**src/rtl/mpdc_pkg.sv**
```systemverilog
// Shared types and constants of the media presentation deadline clock.
package mpdc_pkg;

  localparam int unsigned TickW = 64;
  localparam int unsigned UsW = 32;
  localparam int unsigned ConvW = 45;
  localparam int unsigned PreShift = 6;
  localparam int unsigned RecipShift = 72;
  localparam int unsigned RecipW = 59;

  localparam logic [TickW-1:0] US_PER_SECOND = 64'd1000000;
  localparam logic [RecipShift:0] US_DIV = {{(RecipShift-63){1'b0}},
                                            US_PER_SECOND >> PreShift};
  localparam logic [RecipW-1:0] US_RECIP =
    RecipW'(({1'b1, {RecipShift{1'b0}}} + US_DIV - 1'b1) / US_DIV);
  localparam logic [UsW-1:0] TPS_RESET = UsW'(1000000);

  localparam logic [1:0] KIND_ARM = 2'd0;
  localparam logic [1:0] KIND_AUDIO = 2'd1;
  localparam logic [1:0] KIND_VIDEO = 2'd2;

  localparam logic [1:0] STATUS_OK = 2'd0;
  localparam logic [1:0] STATUS_UNARMED = 2'd1;
  localparam logic [1:0] STATUS_STOPPED = 2'd2;

  localparam logic [1:0] REG_TPS = 2'd0;
  localparam logic [1:0] REG_LEAD = 2'd1;
  localparam logic [1:0] REG_AUDIO = 2'd2;
  localparam logic [1:0] REG_VIDEO = 2'd3;

  typedef struct packed {
    logic             busy;
    logic [ConvW-1:0] lead_cnt;
    logic [ConvW-1:0] audio_ticks;
    logic [ConvW-1:0] video_ticks;
  } conv_t;

endpackage

```
**src/rtl/mpdc_if.sv**
```systemverilog
// Request and response channel interfaces of the deadline clock.
interface mpdc_req_if;
  logic        valid;
  logic        ready;
  logic [1:0]  kind;
  logic [63:0] cur_tick;
  logic [63:0] extra_ticks;
  logic        stop_requested;

  modport source (output valid, kind, cur_tick, extra_ticks, stop_requested, input ready);
  modport sink (input valid, kind, cur_tick, extra_ticks, stop_requested, output ready);
endinterface

interface mpdc_rsp_if;
  logic        valid;
  logic        ready;
  logic [1:0]  status;
  logic [63:0] due_tick;
  logic        reached;
  logic        is_armed;

  modport source (output valid, status, due_tick, reached, is_armed, input ready);
  modport sink (input valid, status, due_tick, reached, is_armed, output ready);
endinterface

```
**src/rtl/mpdc_conv.sv**
```systemverilog
// Sequential microsecond to tick converter: one multiply, then a reciprocal multiply by 1/10^6.
module mpdc_conv (
  input  logic                      clk_i,
  input  logic                      rst_ni,
  input  logic                      start_i,
  input  logic [31:0]               tps_i,
  input  logic [31:0]               lead_us_i,
  input  logic [31:0]               audio_us_i,
  input  logic [31:0]               video_us_i,
  output mpdc_pkg::conv_t           conv_o
);
  import mpdc_pkg::*;

  localparam logic [2:0] ST_IDLE = 3'd0;
  localparam logic [2:0] ST_MUL = 3'd1;
  localparam logic [2:0] ST_P0 = 3'd2;
  localparam logic [2:0] ST_P1 = 3'd3;
  localparam logic [2:0] ST_P2 = 3'd4;
  localparam logic [2:0] ST_P3 = 3'd5;

  localparam int unsigned XW = TickW - PreShift;
  localparam int unsigned QLo = RecipShift - TickW;

  logic [2:0]       state_q, state_d;
  logic [1:0]       sel_q, sel_d;
  logic [XW-1:0]    x_q, x_d;
  logic [TickW-1:0] acc_q, acc_d;
  logic [ConvW-1:0] lead_q, audio_q, video_q;
  logic [UsW-1:0]   mag;
  logic [31:0]      mul_a, mul_b;
  logic [63:0]      prod;
  logic             store;

  always_comb begin
    case (sel_q)
      2'd0:    mag = lead_us_i;
      2'd1:    mag = audio_us_i[31] ? (~audio_us_i + 32'd1) : audio_us_i;
      default: mag = video_us_i[31] ? (~video_us_i + 32'd1) : video_us_i;
    endcase
  end

  // The product is floored by 64 first, which leaves an exact reciprocal
  // division by 15625 done as four 32-bit partial products.
  always_comb begin
    case (state_q)
      ST_MUL: begin
        mul_a = mag;
        mul_b = tps_i;
      end
      ST_P0: begin
        mul_a = x_q[31:0];
        mul_b = US_RECIP[31:0];
      end
      ST_P1: begin
        mul_a = x_q[31:0];
        mul_b = 32'(US_RECIP[RecipW-1:32]);
      end
      ST_P2: begin
        mul_a = 32'(x_q[XW-1:32]);
        mul_b = US_RECIP[31:0];
      end
      ST_P3: begin
        mul_a = 32'(x_q[XW-1:32]);
        mul_b = 32'(US_RECIP[RecipW-1:32]);
      end
      default: begin
        mul_a = '0;
        mul_b = '0;
      end
    endcase
  end

  assign prod = 64'(mul_a) * 64'(mul_b);

  always_comb begin
    state_d = state_q;
    sel_d = sel_q;
    x_d = x_q;
    acc_d = acc_q;
    store = 1'b0;
    case (state_q)
      ST_MUL: begin
        x_d = prod[TickW-1:PreShift];
        state_d = ST_P0;
      end
      ST_P0: begin
        acc_d = prod;
        state_d = ST_P1;
      end
      ST_P1: begin
        acc_d = {32'd0, acc_q[63:32]} + prod;
        state_d = ST_P2;
      end
      ST_P2: begin
        acc_d = acc_q + prod;
        state_d = ST_P3;
      end
      ST_P3: begin
        acc_d = {32'd0, acc_q[63:32]} + prod;
        store = 1'b1;
        if (sel_q == 2'd2) begin
          state_d = ST_IDLE;
        end else begin
          sel_d = sel_q + 2'd1;
          state_d = ST_MUL;
        end
      end
      default: begin
        state_d = ST_IDLE;
      end
    endcase
    if (start_i) begin
      state_d = ST_MUL;
      sel_d = 2'd0;
      store = 1'b0;
    end
  end

  always_ff @(posedge clk_i or negedge rst_ni) begin
    if (!rst_ni) begin
      state_q <= ST_IDLE;
      sel_q <= 2'd0;
      lead_q <= '0;
      audio_q <= '0;
      video_q <= '0;
    end else begin
      state_q <= state_d;
      sel_q <= sel_d;
      if (store) begin
        case (sel_q)
          2'd0:    lead_q <= acc_d[QLo+ConvW-1:QLo];
          2'd1:    audio_q <= acc_d[QLo+ConvW-1:QLo];
          default: video_q <= acc_d[QLo+ConvW-1:QLo];
        endcase
      end
    end
  end

  always_ff @(posedge clk_i) begin
    x_q <= x_d;
    acc_q <= acc_d;
  end

  assign conv_o.busy = (state_q != ST_IDLE);
  assign conv_o.lead_cnt = lead_q;
  assign conv_o.audio_ticks = audio_q;
  assign conv_o.video_ticks = video_q;

endmodule

```
**src/rtl/media_presentation_deadline_clock.sv**
```systemverilog
// Top level of the media presentation deadline clock.
// Requests arrive on the req channel as beats of kind, cur_tick, extra_ticks and
// stop_requested; each request gives exactly one response beat on the rsp channel,
// in order. An arm beat fixes the epoch once; audio and video beats return the
// deadline for their stream and whether cur_tick has reached it.
// The datapath is an input register, one stage that reads and updates the epoch
// state, and a stage that adds extra_ticks and compares into the response register.
// One beat is taken every cycle while no conversion runs and the stages can advance.
// Tick conversions of the configuration registers are computed after every APB
// write by a multiply and a reciprocal multiply in 32-bit pieces; while they run
// the request channel holds ready low. Configuration is to be written only while
// idle by the user; the block itself does not enforce it.
// After reset the clock is unarmed, the registers hold their reset values and the
// conversions are already valid, so requests are taken at once.
// When the receiver stalls, the response register holds and the earlier stages
// keep filling, so requests are taken until they are full and ready falls.
module media_presentation_deadline_clock (
  input  logic        clk_i,
  input  logic        rst_ni,
  mpdc_req_if.sink    req,
  mpdc_rsp_if.source  rsp,
  input  logic        psel,
  input  logic        penable,
  input  logic        pwrite,
  input  logic [3:0]  paddr,
  input  logic [31:0] pwdata,
  output logic [31:0] prdata,
  output logic        pready
);
  import mpdc_pkg::*;

  function automatic logic [TickW-1:0] sat_add(logic [TickW-1:0] a, logic [TickW-1:0] b);
    logic [TickW:0] s;
    s = {1'b0, a} + {1'b0, b};
    return s[TickW] ? '1 : s[TickW-1:0];
  endfunction

  localparam int unsigned PadW = TickW - ConvW;

  logic [31:0] tps_q, lead_q, audio_q, video_q;
  logic        cfg_we;
  conv_t       conv;

  logic             armed_q;
  logic [TickW-1:0] epoch_q;

  logic             v1_q;
  logic [1:0]       k1_q;
  logic [TickW-1:0] now1_q, ext1_q;
  logic             stop1_q;

  logic             v2_q;
  logic [1:0]       k2_q;
  logic [1:0]       stat2_q;
  logic [TickW-1:0] now2_q, ext2_q, base2_q;
  logic             arm2_q;

  logic             ov_q;
  logic [1:0]       ostat_q;
  logic [TickW-1:0] odl_q;
  logic             oreached_q;
  logic             oarm_q;

  logic             en_out, en2, en1;
  logic [TickW-1:0] lead64, arm_epoch, off_ticks, off_base, base_a, epoch_nxt;
  logic             off_neg, armed_nxt;
  logic [1:0]       stat_a;
  logic [TickW-1:0] dl_b;
  logic             reached_b;

  assign cfg_we = psel && penable && pwrite;
  assign pready = 1'b1;

  always_ff @(posedge clk_i or negedge rst_ni) begin
    if (!rst_ni) begin
      tps_q <= TPS_RESET;
      lead_q <= '0;
      audio_q <= '0;
      video_q <= '0;
    end else if (cfg_we) begin
      case (paddr[3:2])
        REG_TPS:   tps_q <= pwdata;
        REG_LEAD:  lead_q <= pwdata;
        REG_AUDIO: audio_q <= pwdata;
        REG_VIDEO: video_q <= pwdata;
        default:   tps_q <= pwdata;
      endcase
    end
  end

  always_comb begin
    case (paddr[3:2])
      REG_TPS:   prdata = tps_q;
      REG_LEAD:  prdata = lead_q;
      REG_AUDIO: prdata = audio_q;
      REG_VIDEO: prdata = video_q;
      default:   prdata = tps_q;
    endcase
  end

  mpdc_conv u_conv (
    .clk_i      (clk_i),
    .rst_ni     (rst_ni),
    .start_i    (cfg_we),
    .tps_i      (tps_q),
    .lead_us_i  (lead_q),
    .audio_us_i (audio_q),
    .video_us_i (video_q),
    .conv_o     (conv)
  );

  assign en_out = !ov_q || rsp.ready;
  assign en2 = !v2_q || en_out;
  assign en1 = !v1_q || en2;
  assign req.ready = en1 && !conv.busy;

  // First stage: epoch state is read and updated here, in request order.
  assign lead64 = {{PadW{1'b0}}, conv.lead_cnt};
  assign arm_epoch = sat_add(now1_q, lead64);
  assign off_neg = (k1_q == KIND_AUDIO) ? audio_q[31] : video_q[31];
  assign off_ticks = {{PadW{1'b0}},
                      (k1_q == KIND_AUDIO) ? conv.audio_ticks : conv.video_ticks};

  always_comb begin
    if (off_neg) begin
      off_base = (off_ticks > epoch_q) ? '0 : epoch_q - off_ticks;
    end else begin
      off_base = sat_add(epoch_q, off_ticks);
    end
  end

  always_comb begin
    armed_nxt = armed_q;
    epoch_nxt = epoch_q;
    stat_a = STATUS_OK;
    base_a = '0;
    case (k1_q)
      KIND_ARM: begin
        armed_nxt = 1'b1;
        if (!armed_q) begin
          epoch_nxt = arm_epoch;
        end
        base_a = epoch_nxt;
      end
      KIND_AUDIO, KIND_VIDEO: begin
        if (stop1_q) begin
          stat_a = STATUS_STOPPED;
        end else if (!armed_q) begin
          stat_a = STATUS_UNARMED;
        end
        base_a = off_base;
      end
      default: begin
        base_a = '0;
      end
    endcase
  end

  // Second stage: extra ticks and the reached compare.
  always_comb begin
    if (stat2_q != STATUS_OK) begin
      dl_b = '0;
    end else begin
      case (k2_q)
        KIND_ARM:               dl_b = base2_q;
        KIND_AUDIO, KIND_VIDEO: dl_b = sat_add(base2_q, ext2_q);
        default:                dl_b = '0;
      endcase
    end
  end

  assign reached_b = (stat2_q == STATUS_OK) && (k2_q == KIND_ARM || k2_q == KIND_AUDIO ||
                     k2_q == KIND_VIDEO) && (now2_q >= dl_b);

  always_ff @(posedge clk_i or negedge rst_ni) begin
    if (!rst_ni) begin
      v1_q <= 1'b0;
      v2_q <= 1'b0;
      ov_q <= 1'b0;
      armed_q <= 1'b0;
      epoch_q <= '0;
    end else begin
      if (en1) begin
        v1_q <= req.valid && req.ready;
      end
      if (en2) begin
        v2_q <= v1_q;
      end
      if (en_out) begin
        ov_q <= v2_q;
      end
      if (en2 && v1_q) begin
        armed_q <= armed_nxt;
        epoch_q <= epoch_nxt;
      end
    end
  end

  always_ff @(posedge clk_i) begin
    if (en1) begin
      k1_q <= req.kind;
      now1_q <= req.cur_tick;
      ext1_q <= req.extra_ticks;
      stop1_q <= req.stop_requested;
    end
    if (en2) begin
      k2_q <= k1_q;
      stat2_q <= stat_a;
      now2_q <= now1_q;
      ext2_q <= ext1_q;
      base2_q <= base_a;
      arm2_q <= armed_nxt;
    end
    if (en_out) begin
      ostat_q <= stat2_q;
      odl_q <= dl_b;
      oreached_q <= reached_b;
      oarm_q <= arm2_q;
    end
  end

  assign rsp.valid = ov_q;
  assign rsp.status = ostat_q;
  assign rsp.due_tick = odl_q;
  assign rsp.reached = oreached_q;
  assign rsp.is_armed = oarm_q;

  a_armed_sticky: assert property (@(posedge clk_i) disable iff (!rst_ni)
    armed_q |=> armed_q)
    else $error("armed flag cleared after arming");

  a_epoch_frozen: assert property (@(posedge clk_i) disable iff (!rst_ni)
    armed_q |=> $stable(epoch_q))
    else $error("epoch changed after arming");

  a_busy_blocks: assert property (@(posedge clk_i) disable iff (!rst_ni)
    conv.busy |-> !req.ready)
    else $error("request taken while conversions are updating");

  a_fail_zero: assert property (@(posedge clk_i) disable iff (!rst_ni)
    (rsp.valid && rsp.status != STATUS_OK) |-> (rsp.due_tick == '0 && !rsp.reached))
    else $error("failed response carries a deadline");

  a_unarmed_zero: assert property (@(posedge clk_i) disable iff (!rst_ni)
    (rsp.valid && !rsp.is_armed) |-> (rsp.due_tick == '0))
    else $error("deadline reported before arming");

endmodule

```
**src/flat_wrapper.sv**
```systemverilog
// flat-port wrapper written by rule: the top's interface ports become plain ports
module media_presentation_deadline_clock_flat import mpdc_pkg::*;
  (clk_i, rst_ni, psel, penable, pwrite, paddr, pwdata, prdata, pready, req_valid, req_kind, req_cur_tick, req_extra_ticks, req_stop_requested, req_ready, rsp_valid, rsp_status, rsp_due_tick, rsp_reached, rsp_is_armed, rsp_ready);
  mpdc_req_if req_i ();
  mpdc_rsp_if rsp_i ();
  input  logic clk_i;
  input  logic rst_ni;
  input  logic psel;
  input  logic penable;
  input  logic pwrite;
  input  logic [3:0] paddr;
  input  logic [31:0] pwdata;
  output logic [31:0] prdata;
  output logic pready;
  input wire logic [$bits(req_i.valid)-1:0] req_valid;
  input wire logic [$bits(req_i.kind)-1:0] req_kind;
  input wire logic [$bits(req_i.cur_tick)-1:0] req_cur_tick;
  input wire logic [$bits(req_i.extra_ticks)-1:0] req_extra_ticks;
  input wire logic [$bits(req_i.stop_requested)-1:0] req_stop_requested;
  output wire logic [$bits(req_i.ready)-1:0] req_ready;
  output wire logic [$bits(rsp_i.valid)-1:0] rsp_valid;
  output wire logic [$bits(rsp_i.status)-1:0] rsp_status;
  output wire logic [$bits(rsp_i.due_tick)-1:0] rsp_due_tick;
  output wire logic [$bits(rsp_i.reached)-1:0] rsp_reached;
  output wire logic [$bits(rsp_i.is_armed)-1:0] rsp_is_armed;
  input wire logic [$bits(rsp_i.ready)-1:0] rsp_ready;
  assign req_i.valid = req_valid;
  assign req_i.kind = req_kind;
  assign req_i.cur_tick = req_cur_tick;
  assign req_i.extra_ticks = req_extra_ticks;
  assign req_i.stop_requested = req_stop_requested;
  assign req_ready = req_i.ready;
  assign rsp_valid = rsp_i.valid;
  assign rsp_status = rsp_i.status;
  assign rsp_due_tick = rsp_i.due_tick;
  assign rsp_reached = rsp_i.reached;
  assign rsp_is_armed = rsp_i.is_armed;
  assign rsp_i.ready = rsp_ready;
  media_presentation_deadline_clock u_core (.clk_i(clk_i), .rst_ni(rst_ni), .req(req_i), .rsp(rsp_i), .psel(psel), .penable(penable), .pwrite(pwrite), .paddr(paddr), .pwdata(pwdata), .prdata(prdata), .pready(pready));
endmodule
```
**config.mk**
```make
export PLATFORM = sky130hd
export DESIGN_NAME = media_presentation_deadline_clock_flat
export DESIGN_NICKNAME = d
export VERILOG_FILES = /design/src/rtl/mpdc_pkg.sv /design/src/rtl/mpdc_if.sv /design/src/rtl/mpdc_conv.sv /design/src/rtl/media_presentation_deadline_clock.sv /design/src/flat_wrapper.sv
export SDC_FILE = /design/constraint.sdc
export NUM_CORES = 2
export LEC_CHECK = 0
export BUFFER_PORTS_ARGS = -buffer_cell sky130_fd_sc_hd__buf_4
export CORE_AREA = 2 2 402 404
export CTS_BUF_LIST = sky130_fd_sc_hd__clkbuf_4
export CTS_CLUSTER_DIAMETER = 200
export DETAILED_ROUTE_END_ITERATION = 12
export DIE_AREA = 0 0 404 406
export GPL_TIMING_DRIVEN = 0
export PLACE_DENSITY = 0.72
export SYNTH_ARGS = -nofsm -noshare
export SYNTH_HDL_FRONTEND = slang
export SYNTH_HIERARCHICAL = 1
export SYNTH_SLANG_ARGS = --single-unit
```
**constraint.sdc**
```tcl
create_clock -name clk_i -period 15.04 [get_ports clk_i]
set_input_delay 0.752 -clock clk_i [delete_from_list [all_inputs] [get_ports clk_i]]
set_output_delay 0.752 -clock clk_i [all_outputs]
set_load 0.05 [all_outputs]
```
### Yosys cells after proc, flatten, opt, wreduce, memory -nomap -nowiden

Index checks and enable logic that the tools add are counted.

* $mul: 1
* $add $sub $neg: 9
* reduce and logical (&&, ||, !) cells: 42
* eq/ne operators: 15
* magnitude comparators: 2
* mux-type cells: 29
* bitwise gates (word level): 4

Operators with widths (count)
* two-way mux 64 bit: 7
* one-hot mux 64 bit (2 select lines): 2
* one-hot mux 32 bit (3 select lines): 2
* one-hot mux 64 bit (3 select lines): 1
* adder 64 x 45 -> 65 bit: 2
* one-hot mux 32 bit (4 select lines): 1
* adder 64 x 64 -> 65 bit: 1
* adder 32 x 1 -> 32 bit (second input constant): 2
* adder 32 x 64 -> 64 bit: 1
* adder 64 bit: 1
* greater-or-equal comparator 64 bit: 1
* > comparator 45 x 64 -> 1 bit: 1
* multiplier 32 x 32 -> 64 bit: 1
* two-way mux 32 bit: 2
* inverter 32 bit: 2
* one-hot mux 32 bit (2 select lines): 1
* subtractor 64 x 45 -> 64 bit: 1
* two-way mux 45 bit: 1
* AND reduction 2 bit: 9
* OR reduction 2 bit: 8
* one-hot mux 3 bit (5 select lines): 1
* == test 2 bit (second input constant): 5
* logical NOT 2 bit: 5
* == test 2 x 1 -> 1 bit (second input constant): 4
* other kinds (14): 40

* flip-flop bits (word level): 854
* input bits: 174
* logic and storage cells: 134

### Logic depth before layout (Yosys ltp)

* word-level depth: 8
* mapped depth: 57

### Hierarchy

The synthesis kept the hierarchy.

By module, submodules not included
* mpdc_conv: area each 49028.3 um^2, cells an instance 5735, times used 1, seq. area each 6716.4 um^2
* media_presentation_deadline_clock: area each 38400.6 um^2, cells an instance 3748, times used 1, seq. area each 16804.9 um^2

### Worst setup path before layout

No wires, ideal clock.

* kind: register -> register
* start point: reg u_core.u_conv.state_q[0]
* end point: reg u_core.u_conv.acc_q[61], data pin
* data arrival time: 12.979 ns
* data required time: 14.784 ns
* stages on the path, launching flop included: 50
* library setup time: 0.256 ns
* clock period less this slack: 13.235 ns
* path slack: 1.805 ns
* path buffers: 6
* cells stage by stage: dfrtp_1 -> clkbuf_1 -> inv_1 -> nor2_1 -> nand2_1 -> inv_1 -> clkbuf_1 -> clkbuf_1 -> clkbuf_1 -> buf_1 -> nand2_1 -> nand2_1 -> nand2_1 -> fa_1 -> inv_1 -> fa_1 -> inv_1 -> fa_1 -> (+14 left out) -> nand2_1 -> or2_2 -> a21oi_1 -> xnor2_1 -> ha_1 -> a21o_1 -> a21o_1 -> a21o_1 -> a21o_1 -> a211oi_1 -> o31ai_1 -> a221oi_1 -> a31oi_1 -> a311oi_1 -> nor3_1 -> a221oi_1 -> xnor2_1 -> a22o_1

* cells in the longest elaborated chain, start to end: 6
* elaborated cells on any way between the ends: 15

RTL lines
* start, declared: line mpdc_conv.sv:24 `logic [2:0] state_q, state_d;`
* start signal, assigned: line mpdc_conv.sv:127 `state_q <= state_d;`
* == test 3 bit or == test 3 x 2 -> 1 bit (tied branches): line mpdc_conv.sv:45 `case (state_q)`
* OR reduction 2 bit (no source line)
* one-hot mux 32 bit (3 select lines): line mpdc_conv.sv:45
* multiplier 32 x 32 -> 64 bit *: line mpdc_conv.sv:73 `assign prod = 64'(mul_a) * 64'(mul_b);`
* named net u_core.u_conv.prod[38]: line mpdc_conv.sv:31 `logic [63:0] prod;`
* adder 32 x 64 -> 64 bit or adder 64 bit (tied branches): line mpdc_conv.sv:91, mpdc_conv.sv:99, mpdc_conv.sv:95
* one-hot mux 64 bit (3 select lines) *: line mpdc_conv.sv:81 `case (state_q)`
* named net u_core.u_conv.acc_d[61]: line mpdc_conv.sv:27 `logic [TickW-1:0] acc_q, acc_d;`
* end signal, assigned: line mpdc_conv.sv:141 `acc_q <= acc_d;`
* end, declared: line mpdc_conv.sv:27

The timed path passes the listed nets; every way through them passes the cells marked *.
A chain may end at the register's enable or synchronous reset.

### Final worst setup path

Same ends and word-level chain as after synthesis.

==> flow_summary.toml <==
[cts]
clock_latency_ns = 1.38
tritoncts_clock_tree = "yes"
cts_made_buffers = 218
clockBufferDepth = 3
worst_setup_hold_path_clk_slew_ns = 0.07
cts.root.buffer_cell = "clkbuf_4"
htree_levels = 4
cts.sink_count = 854

[drt]
drt-pass1-iter-count = 12
detail_route.vias_per_cell = 6.57
drc_errors = 3
iteration_0_drc_markers = 13400
wirelength_mm = 405
average_wire_per_standard_cell_um = 32.4
via_count = 82300
route.antenna.remaining_nets = 0

[worst_setup_path]
crit_path_max_incr_delay_ns = 1.14
cpLargestDelayFamily = "adder cells"
cp_max_fo = 10
worst_ep_required_time_ns = 16.06
timing.critical_path.from_type = "flop"
slowest_cell_on_the_critical_path = "xor2_1"
path_class = "reg -> reg"
r2r_setup_slk_ns = -0.06
arrival_ns = 16.12
worst_path_most_repeated_cell = "fa_1"
critical_path.endpoint_type = "flop"
cp.buffers_inverters = 12

[place]
dpl.hpwl_mm = 324
gp_routability_congestion = 1.17
placement.io_buffers = 271
detailed_place.area_um2 = 92800
dp_cell_count = 11900

[cells_and_area]
layout-drive-gt1-share_pct = 12.8
n_fill_cell = 13400
synthToLayoutAreaGrowth_pct = 13.6
leading_cell_type_in_the_layout_fill_and_taps_excluded = "nand2_1"
post_layout_nonfiller_instances = 12500
stdcell_area_um2 = 99300
num-nets-final = 11900
layout_common_cells = "nand2_1, inv_1, nor2_1"

[pwr]
leakage_nw = 45.2
power_density_nw_per_um2 = 88.9
vdd.ir_drop.worst_mv = 0.133

[run]
max_cap_violations = 12

[outcome]
failed_checks = "design-rule violations, max-capacitance violations, max-slew violations, negative setup slack"
run_status = "complete, but fails checks"

[floorplanning]
horizontal_die_dimension_um = 404
pin_count = 277
die_h_um = 406
core_region_area_um2 = 160000
die-area_um2 = 164000
row_count = 147
starting_density_pct = 54.8

[sta]
report.final.slew_viol_count = 81
timing.final.crit_period_ns = 15.10
finalHoldViolations = 0
skew_ns = 0.141
final-setup-viol-count = 3
fmax_mhz = 66.2
part_of_the_cycle_the_worst_path_needs_pct = 100
grt_setup_unrepaired = "true"
worst_slack_ns = -0.0597
tns_ns = -0.101
maxSlewHeadroom_pct = -25.4
tightestPinTransition_ns = 1.87

[global_routing]
maximum_number_of_pins_on_one_net_before_global_route_repair = 113
number_of_antenna_violations_at_the_first_check_in_global_routing = 54
global_route.overflow_total = 0
grt_use_total_pct = 48.9
first_pass_grt_wire_length_mm = 568
first_global_vias = 79400

[logic_synthesis]
ys_seq_area_share_pct = 26.9
yosysWarnings = 6
synth_area_per_cell_um2 = 9.22
synth_async_sr_flop_share_pct = 39.3
synth-edff-count = 473
netlist_instances = 9483
synth_cell_type_count = 109
synth-seq-cells = 854
prevailing_post_synth_register_cell = "edfxtp_1"
postSynthNetCount = 11200
synthesis.area_um2 = 87400

[min_path]
timing.hold.worst.class = "in -> reg"
layout make-up:
type | instances | area, µm² | share of cell area, %
diodes | 47 | 118 | 0.118
plain buffers | 454 | 2040 | 2.05
clock buffers | 305 | 2290 | 2.31
clock inverters | 95 | 744 | 0.750
inverters | 1167 | 4390 | 4.42
multi-input cells | 6984 | 58800 | 59.2
flip-flops and latches | 854 | 23500 | 23.7
well taps | 2086 | 2610 | 2.63
repair buffers | 524 | 4780 | 4.81
stage by stage:
step           setup slack, ns  utilization [%]  hold slack (ns)  total power [mW]
2_1_floorplan             1.80                -            0.400              4.99
3_3_place_gp             -4.30             57.7            0.403              6.24
3_5_place_dp             -2.91             58.1            0.405              6.29
4_1_cts                 0.0509             61.5          0.00505              8.55
5_1_grt                -0.0657             62.1           0.0386              9.08
6_report               -0.0597             62.2           0.0822              8.83
worst paths after layout:
| check | start | endpoint | cells past startpoint |
|---|---|---|---|
| min in group asynchronous | rst_ni | u_core/epoch_q[26] | 4 |
| max in group asynchronous | rst_ni | u_core/audio_q[29] | 5 |
| hold reg to reg | u_core/ext1_q[52] | u_core/ext2_q[52] | 0 |
| setup / recovery | u_core/u_conv/state_q[0] | u_core/u_conv/acc_q[61] | 45 |
| setup reg to reg | u_core/u_conv/state_q[0] | u_core/u_conv/acc_q[61] | 45 |
| hold / removal | rsp_ready | u_core/rsp.valid | 3 |
per-layer routing:
metal	track usage (%)	vias to the layer above	routed length, µm	share of wire (%)
li1	-	33600	-	-
met1	65.0	40300	153000	38
met2	64.6	6836	154000	38
met3	24.9	1541	70800	17
met4	25.2	44	26700	6.6
met5	1.84	-	869	0.21
logic make-up (layout without fill, tap and decap cells):
family | Yosys count | count (layout) | synth area share (%)
buffers and inverters | 1646 | 2545 | 7.23
flip-flops | 854 | 854 | 26.9
other | 1 | 48 | 0.00429
multiplexers | 260 | 260 | 3.71
AO/OA/AOI/OAI | 1989 | 1990 | 14.8
XOR/XNOR | 385 | 385 | 3.87
adder cells (fa/ha/maj) | 1503 | 1503 | 29.2
AND/OR/NAND/NOR | 2845 | 2845 | 14.2
report_power, final:
group	switching [mW]	internal [mW]	total, mW
sequential	0.386	2.84	3.22
combinational	2.29	1.10	3.39
clock	1.11	1.10	2.22
total	3.79	5.04	8.83
flip-flops by register name, indices dropped and copies added (netlist names), 3 cells and up:
| signal | flops |
|---|---|
| u_core/u_conv/video_q | 45 |
| u_core/rsp.due_tick | 64 |
| u_core/video_q | 32 |
| u_core/u_conv/acc_q | 64 |
| u_core/now2_q | 64 |
| u_core/now1_q | 64 |
| u_core/lead_q | 32 |
| u_core/ext2_q | 64 |
| u_core/u_conv/lead_q | 45 |
| u_core/u_conv/audio_q | 45 |
| u_core/u_conv/state_q | 3 |
| u_core/epoch_q | 64 |
| u_core/audio_q | 32 |
| u_core/base2_q | 64 |
| u_core/ext1_q | 64 |
| u_core/tps_q | 32 |
| u_core/u_conv/x_q | 58 |
synthesized netlist by cell type, types with 46 or more instances:
cell type     n  area [µm²]
ha_1        602        7530
a21o_1      188        1410
o21ai_0     469        2350
a211oi_1     50         375
nand3_1      82         410
o21bai_1     68         510
nand4_1      82         513
xor2_1      131        1150
edfxtp_1    473       14200
nor3_1       81         405
mux2_2      192        2160
inv_1      1164        4370
and2_1      116         726
fa_1        901       18000
dfrtp_1     329        8230
buf_2        47         235
nor2_1      925        3470
a31oi_1      51         319
xnor2_1     253        2220
clkbuf_1    390        1460
o211ai_1     46         345
a21oi_1     532        2660
nand2_1    1212        4550
nand2b_1     91         569
o21a_1       89         668
tightest hold or removal path, cell delays in order:
cell	delay, ns
buf_4	0.08
nor2b_1	0.14
or2_2	0.32
repair_timing:
action,in CTS,in global routing
endpoints found under the hold margin,494,0
hold buffers,167,0
pin swaps,6,23
setup endpoints to repair,135,82
gates cloned,0,1
buffers inserted,19,30
gates resized for setup,167,184
(Power assumes the default switching activity.)
